==> src/rtl/qrs_pkg.sv <==
// qrs_pkg: widths, types and helpers shared by the quadratic root solver
// depends on nothing; every rtl module of the solver imports it
`default_nettype none

package qrs_pkg;

   localparam int COEF_WIDTH = 16;
   localparam int FRAC_BITS  = 24;
   localparam int ROOT_WIDTH = 42;

   // signed discriminant, and its magnitude when positive
   localparam int DS_W  = 2 * COEF_WIDTH + 2;
   localparam int D_W   = 2 * COEF_WIDTH + 1;
   // square root of d * 4^FRAC_BITS
   localparam int SQ_W  = COEF_WIDTH + FRAC_BITS + 1;
   localparam int RAD_W = 2 * SQ_W;
   // numerator magnitude and signed numerator
   localparam int TM_W  = SQ_W + 1;
   localparam int TS_W  = TM_W + 1;
   // divisor 2|a| and division remainder
   localparam int DEN_W = COEF_WIDTH + 1;
   localparam int REM_W = DEN_W;
   localparam int CMP_W = ((TM_W > ROOT_WIDTH) ? TM_W : ROOT_WIDTH) + 1;

   typedef enum logic [1:0] {
      COUNT_NONE = 2'd0,
      COUNT_ONE  = 2'd1,
      COUNT_TWO  = 2'd2
   } count_type;

   typedef struct packed {
      logic [COEF_WIDTH-1:0] a_mag;
      logic                  a_neg;
      logic [COEF_WIDTH-1:0] b;
      count_type             count;
   } sq_meta_type;

   typedef struct packed {
      logic [COEF_WIDTH-1:0] a_mag;
      count_type             count;
   } div_meta_type;

   // sign-magnitude quotient to saturated two's complement root
   function automatic logic [ROOT_WIDTH-1:0] sat_root(input logic [TM_W-1:0] mag,
                                                      input logic neg);
      logic [CMP_W-1:0] m;
      logic [CMP_W-1:0] lim;
      logic [CMP_W-1:0] r;
      m   = CMP_W'(mag);
      lim = CMP_W'(1) << (ROOT_WIDTH - 1);
      if (neg) begin
         if (m > lim) m = lim;
         r = ~m + CMP_W'(1);
      end else begin
         if (m > lim - CMP_W'(1)) m = lim - CMP_W'(1);
         r = m;
      end
      return r[ROOT_WIDTH-1:0];
   endfunction

endpackage

`default_nettype wire

==> src/rtl/qrs_disc.sv <==
// qrs_disc: two stage discriminant unit, b*b and a*c then b^2 - 4ac
// depends on qrs_pkg
`default_nettype none

module qrs_disc import qrs_pkg::*; (
   input  logic                         clock,
   input  logic                         reset,
   input  logic                         en,
   input  logic                         in_valid,
   input  logic signed [COEF_WIDTH-1:0] coef_a,
   input  logic signed [COEF_WIDTH-1:0] coef_b,
   input  logic signed [COEF_WIDTH-1:0] coef_c,
   output logic                         out_valid,
   output logic [D_W-1:0]               out_rad,
   output sq_meta_type                  out_meta
);

   logic                           v1_ff;
   logic signed [2*COEF_WIDTH-1:0] bb_ff;
   logic signed [2*COEF_WIDTH-1:0] ac_ff;
   logic signed [COEF_WIDTH-1:0]   a_ff;
   logic signed [COEF_WIDTH-1:0]   b_ff;
   logic signed [2*COEF_WIDTH-1:0] bb_in;
   logic signed [2*COEF_WIDTH-1:0] ac_in;

   logic                           v2_ff;
   logic [D_W-1:0]                 rad_ff;
   sq_meta_type                    meta_ff;
   logic signed [DS_W-1:0]         d_in;
   logic [COEF_WIDTH-1:0]          a_mag_in;
   count_type                      count_in;
   logic [D_W-1:0]                 rad_in;

   assign bb_in = coef_b * coef_b;
   assign ac_in = coef_a * coef_c;

   always_ff @(posedge clock) begin
      if (reset) begin
         v1_ff <= 1'b0;
         v2_ff <= 1'b0;
      end else if (en) begin
         v1_ff <= in_valid;
         v2_ff <= v1_ff;
      end
   end

   always_ff @(posedge clock) begin
      if (en) begin
         bb_ff <= bb_in;
         ac_ff <= ac_in;
         a_ff  <= coef_a;
         b_ff  <= coef_b;
      end
   end

   always_comb begin
      d_in     = DS_W'(bb_ff) - (DS_W'(ac_ff) <<< 2);
      a_mag_in = a_ff[COEF_WIDTH-1] ? (~a_ff + 1'b1) : a_ff;
      priority if (a_ff == '0) begin
         count_in = COUNT_NONE;
      end else if (d_in[DS_W-1]) begin
         count_in = COUNT_NONE;
      end else if (d_in == '0) begin
         count_in = COUNT_ONE;
      end else begin
         count_in = COUNT_TWO;
      end
      rad_in = d_in[DS_W-1] ? '0 : d_in[D_W-1:0];
   end

   always_ff @(posedge clock) begin
      if (en) begin
         rad_ff        <= rad_in;
         meta_ff.a_mag <= a_mag_in;
         meta_ff.a_neg <= a_ff[COEF_WIDTH-1];
         meta_ff.b     <= b_ff;
         meta_ff.count <= count_in;
      end
   end

   assign out_valid = v2_ff;
   assign out_rad   = rad_ff;
   assign out_meta  = meta_ff;

endmodule

`default_nettype wire

==> config.mk <==
export PLATFORM = sky130hd
export DESIGN_NAME = qrs_disc
export DESIGN_NICKNAME = d
export VERILOG_FILES = /design/src/rtl/qrs_pkg.sv /design/src/rtl/qrs_disc.sv
export SDC_FILE = /design/constraint.sdc
export NUM_CORES = 2
export LEC_CHECK = 0
export ABC_AREA = 0
export ABC_CLOCK_PERIOD_IN_PS = 8700
export BUFFER_PORTS_ARGS = -buffer_cell sky130_fd_sc_hd__buf_2
export CORE_MARGIN = 2
export CORE_UTILIZATION = 49
export CTS_CLUSTER_DIAMETER = 60
export DETAILED_ROUTE_END_ITERATION = 7
export PLACE_DENSITY_LB_ADDON = 0.12
export SLEW_MARGIN = 20
export SYNTH_ARGS = -nofsm -noshare
export SYNTH_HDL_FRONTEND = slang
export SYNTH_SLANG_ARGS = --single-unit
==> constraint.sdc <==
create_clock -name clock -period 8.7 [get_ports clock]
set_input_delay 1.74 -clock clock [delete_from_list [all_inputs] [get_ports clock]]
set_output_delay 1.74 -clock clock [all_outputs]
set_load 0.01 [all_outputs]
==> flow_summary.json <==
{
  "run_status": "complete, no violations",
  "clk_latency_ns": 0.48,
  "grt_pass1_wl_um": 94810,
  "wire_per_inst_um": 16.60,
  "tightest_slew_ns": 0.9148,
  "rrSetupSlack_ns": 4.38,
  "skew_ns": 0.01298,
  "synth_nets": 3339,
  "cp.arrival_ns": 7.93,
  "syn_inst": 2587,
  "drtPass1Iterations": 6,
  "ys.warnings.count": 0,
  "synth.avg_cell_area_um2": 10.02,
  "max_freq_mhz": 129.8,
  "via_per_inst": 5.161,
  "grt_usage_pct": 22.36,
  "worstSetupPathType": "primary input to register",
  "synth-main-ff-cell": "edfxtp_1",
  "yosysTopAreaCell": "fa_1",
  "drive_gt1_share_pct": 6.664,
  "period_share_pct": 88.53,
  "required_ns": 8.93,
  "min_delay_path_depth": 0,
  "wl_um": 55770,
  "cts.clk_slew.worst_paths_ns": 0.07,
  "postCtsSetupBuffers": 0,
  "critPathCaptureType": "register",
  "clockRootBuffer": "clkbuf_16",
  "die_x_um": 234.0,
  "tns_ns": 0,
  "synthArstFlopShare_pct": 0,
  "postCtsResizedCells": 0,
  "r2r_cells": 12,
  "min_period_ns": 7.702,
  "grt_start_max_net_pins": 68,
  "cts_tree": "yes",
  "antenna_found_initial": 1,
  "yosys.area.top_type_share_pct": 38.37,
  "hold_viol_final": 0,
  "htreeDepth": 4,
  "detail-route-antenna-nets": 0,
  "drc": 0,
  "ys_ff_latch": 163,
  "synth_most_common_cell": "inv_1",
  "synth_edf_count": 161,
  "slew_viol_final": 0,
  "path_max_fanout": 17,
  "rows": 84,
  "hold_path_end": "out_meta[7]",
  "globalRouteOverflowTotal": 0,
  "startpoint_type": "primary input",
  "netlist_area_mm2": 0.02593,
  "cts_hold_buf": 0,
  "antennaDiodeCount": 0,
  "finalNetCount": 3410,
  "ioPinCount": 121,
  "hp-start": "b_ff[5]",
  "cts.sinks": 163,
  "dieArea_mm2": 0.05478,
  "portBuffers": 119,
  "synth_area_leaders": "fa_1, edfxtp_1, ha_1",
  "slew_headroom_pct": 39.01,
  "vias": 17340,
  "die_height_um": 234.0,
  "cts_buffers": 17,
  "coreArea_mm2": 0.05245,
  "rsz0062_at_grt": "false",
  "clock_path_buffers": 2,
  "maxCapViolCount": 0,
  "grt_pass1_vias": 18800,
  "ys_seq_area_share_pct": 18.80,
  "syn2layout_area_growth_pct": 7.083,
  "place.gp.congestion": 0.8626,
  "setup_viol": 0,
  "initial_core_util_pct": 49.44,
  "dp_hpwl_um": 45660,
  "worstReg2RegEnd": "out_meta[1]",
  "drt_iter0_drc": 908,
  "synth_common_cells": "inv_1, fa_1, nand2_1",
  "ys_types": 66,
  "r2r-start": "ac_ff[0]",
  "hold_class": "register to register"
}
cells by family (layout without fill, tap and decap cells):
logic type	count (synthesis)	count (layout)	share of synthesized area [%]
other cells	1	1	0.01446
xor+xnor	116	116	3.918
mux	3	3	0.1158
buf+inv	723	807	10.58
flops	163	163	18.80
fa+ha+maj	700	700	48.16
simple gates	633	633	12.08
compound gates	248	248	6.326
cell usage in the layout, fill, tap and decap left out, drive strengths merged, types with 15 or more instances in the layout:
master    n
inv     656
nand3    18
and2    171
nor2    112
fa      497
clkbuf   17
edfxtp  161
nand2b   24
nand2   225
o21ai    48
a21o     37
ha      203
buf     126
xnor2    91
a21oi    72
xor2     25
o21a     15
nor3     15
nor2b    26
per-layer routing:
layer | share of wire (%) | up-vias | wire length [um] | track usage (%)
met3 | 4.6 | 74 | 2540 | 3.526
li1 | - | 8037 | - | -
met1 | 43 | 8896 | 24250 | 30.14
met5 | 0.022 | - | 12 | 0
met4 | 2.4 | 2 | 1356 | 7.120
met2 | 49 | 328 | 27600 | 37.13
flip-flops by register name, indices dropped and copies added, names as in the netlist:
| register | cells |
|---|---|
| a_ff | 16 |
| out_meta | 35 |
| b_ff | 15 |
| v1_ff | 1 |
| bb_ff | 31 |
| out_rad | 32 |
| ac_ff | 32 |
| out_valid | 1 |
cell type report:
class	count	area [um2]
tap	688	860.8
clock inverter	15	181.4
clock buffer	17	425.4
multi-input combinational	1701	18340
sequential	163	4875
timing repair buffer	126	654.4
fill	4773	24680
inverter	649	2436
per-stage QoR:
stage	area, um2	util, %	instances	hold slack [ns]	worst slack [ns]
2_1_floorplan	25930	-	2587	0.4003	1.090
3_3_place_gp	27150	51.77	3327	0.4005	0.6525
3_5_place_dp	27150	51.77	3327	0.4045	0.5123
4_1_cts	27760	52.93	3359	0.4212	1.022
5_1_grt	27770	52.95	3359	0.4230	0.6733
6_report	27770	52.95	3359	0.4190	0.9978
worst max-delay path, stage by stage:
cell      delay [ns]
buf_2           0.23
and2_1          0.24
fa_1            0.53
inv_1           0.05
fa_1            0.47
fa_1            0.51
inv_1           0.05
fa_1            0.49
fa_1            0.51
inv_1           0.05
fa_1            0.48
inv_1           0.04
ha_1            0.35
nand3_1         0.12
or4b_1          0.52
a211oi_1        0.23
buf_4           0.17
o21ai_0         0.15
a311oi_1        0.49
nor2b_1         0.14
o21ai_0         0.24
xor2_1          0.10
how the worst max path moves through the flow:
| stage | endpoint | startpoint |
|---|---|---|
| finish | ac_ff[30] | coef_a[9] |
| global route | ac_ff[30] | coef_a[11] |
| CTS | ac_ff[30] | coef_a[9] |
| detailed placement | ac_ff[30] | coef_a[11] |
| global placement | ac_ff[28] | coef_a[9] |
| floorplan | bb_ff[31] | coef_b[15] |
Power is left out: the tool's default activity adds up to more than one toggle a clock period on the data nets, which glitch-free logic cannot reach.
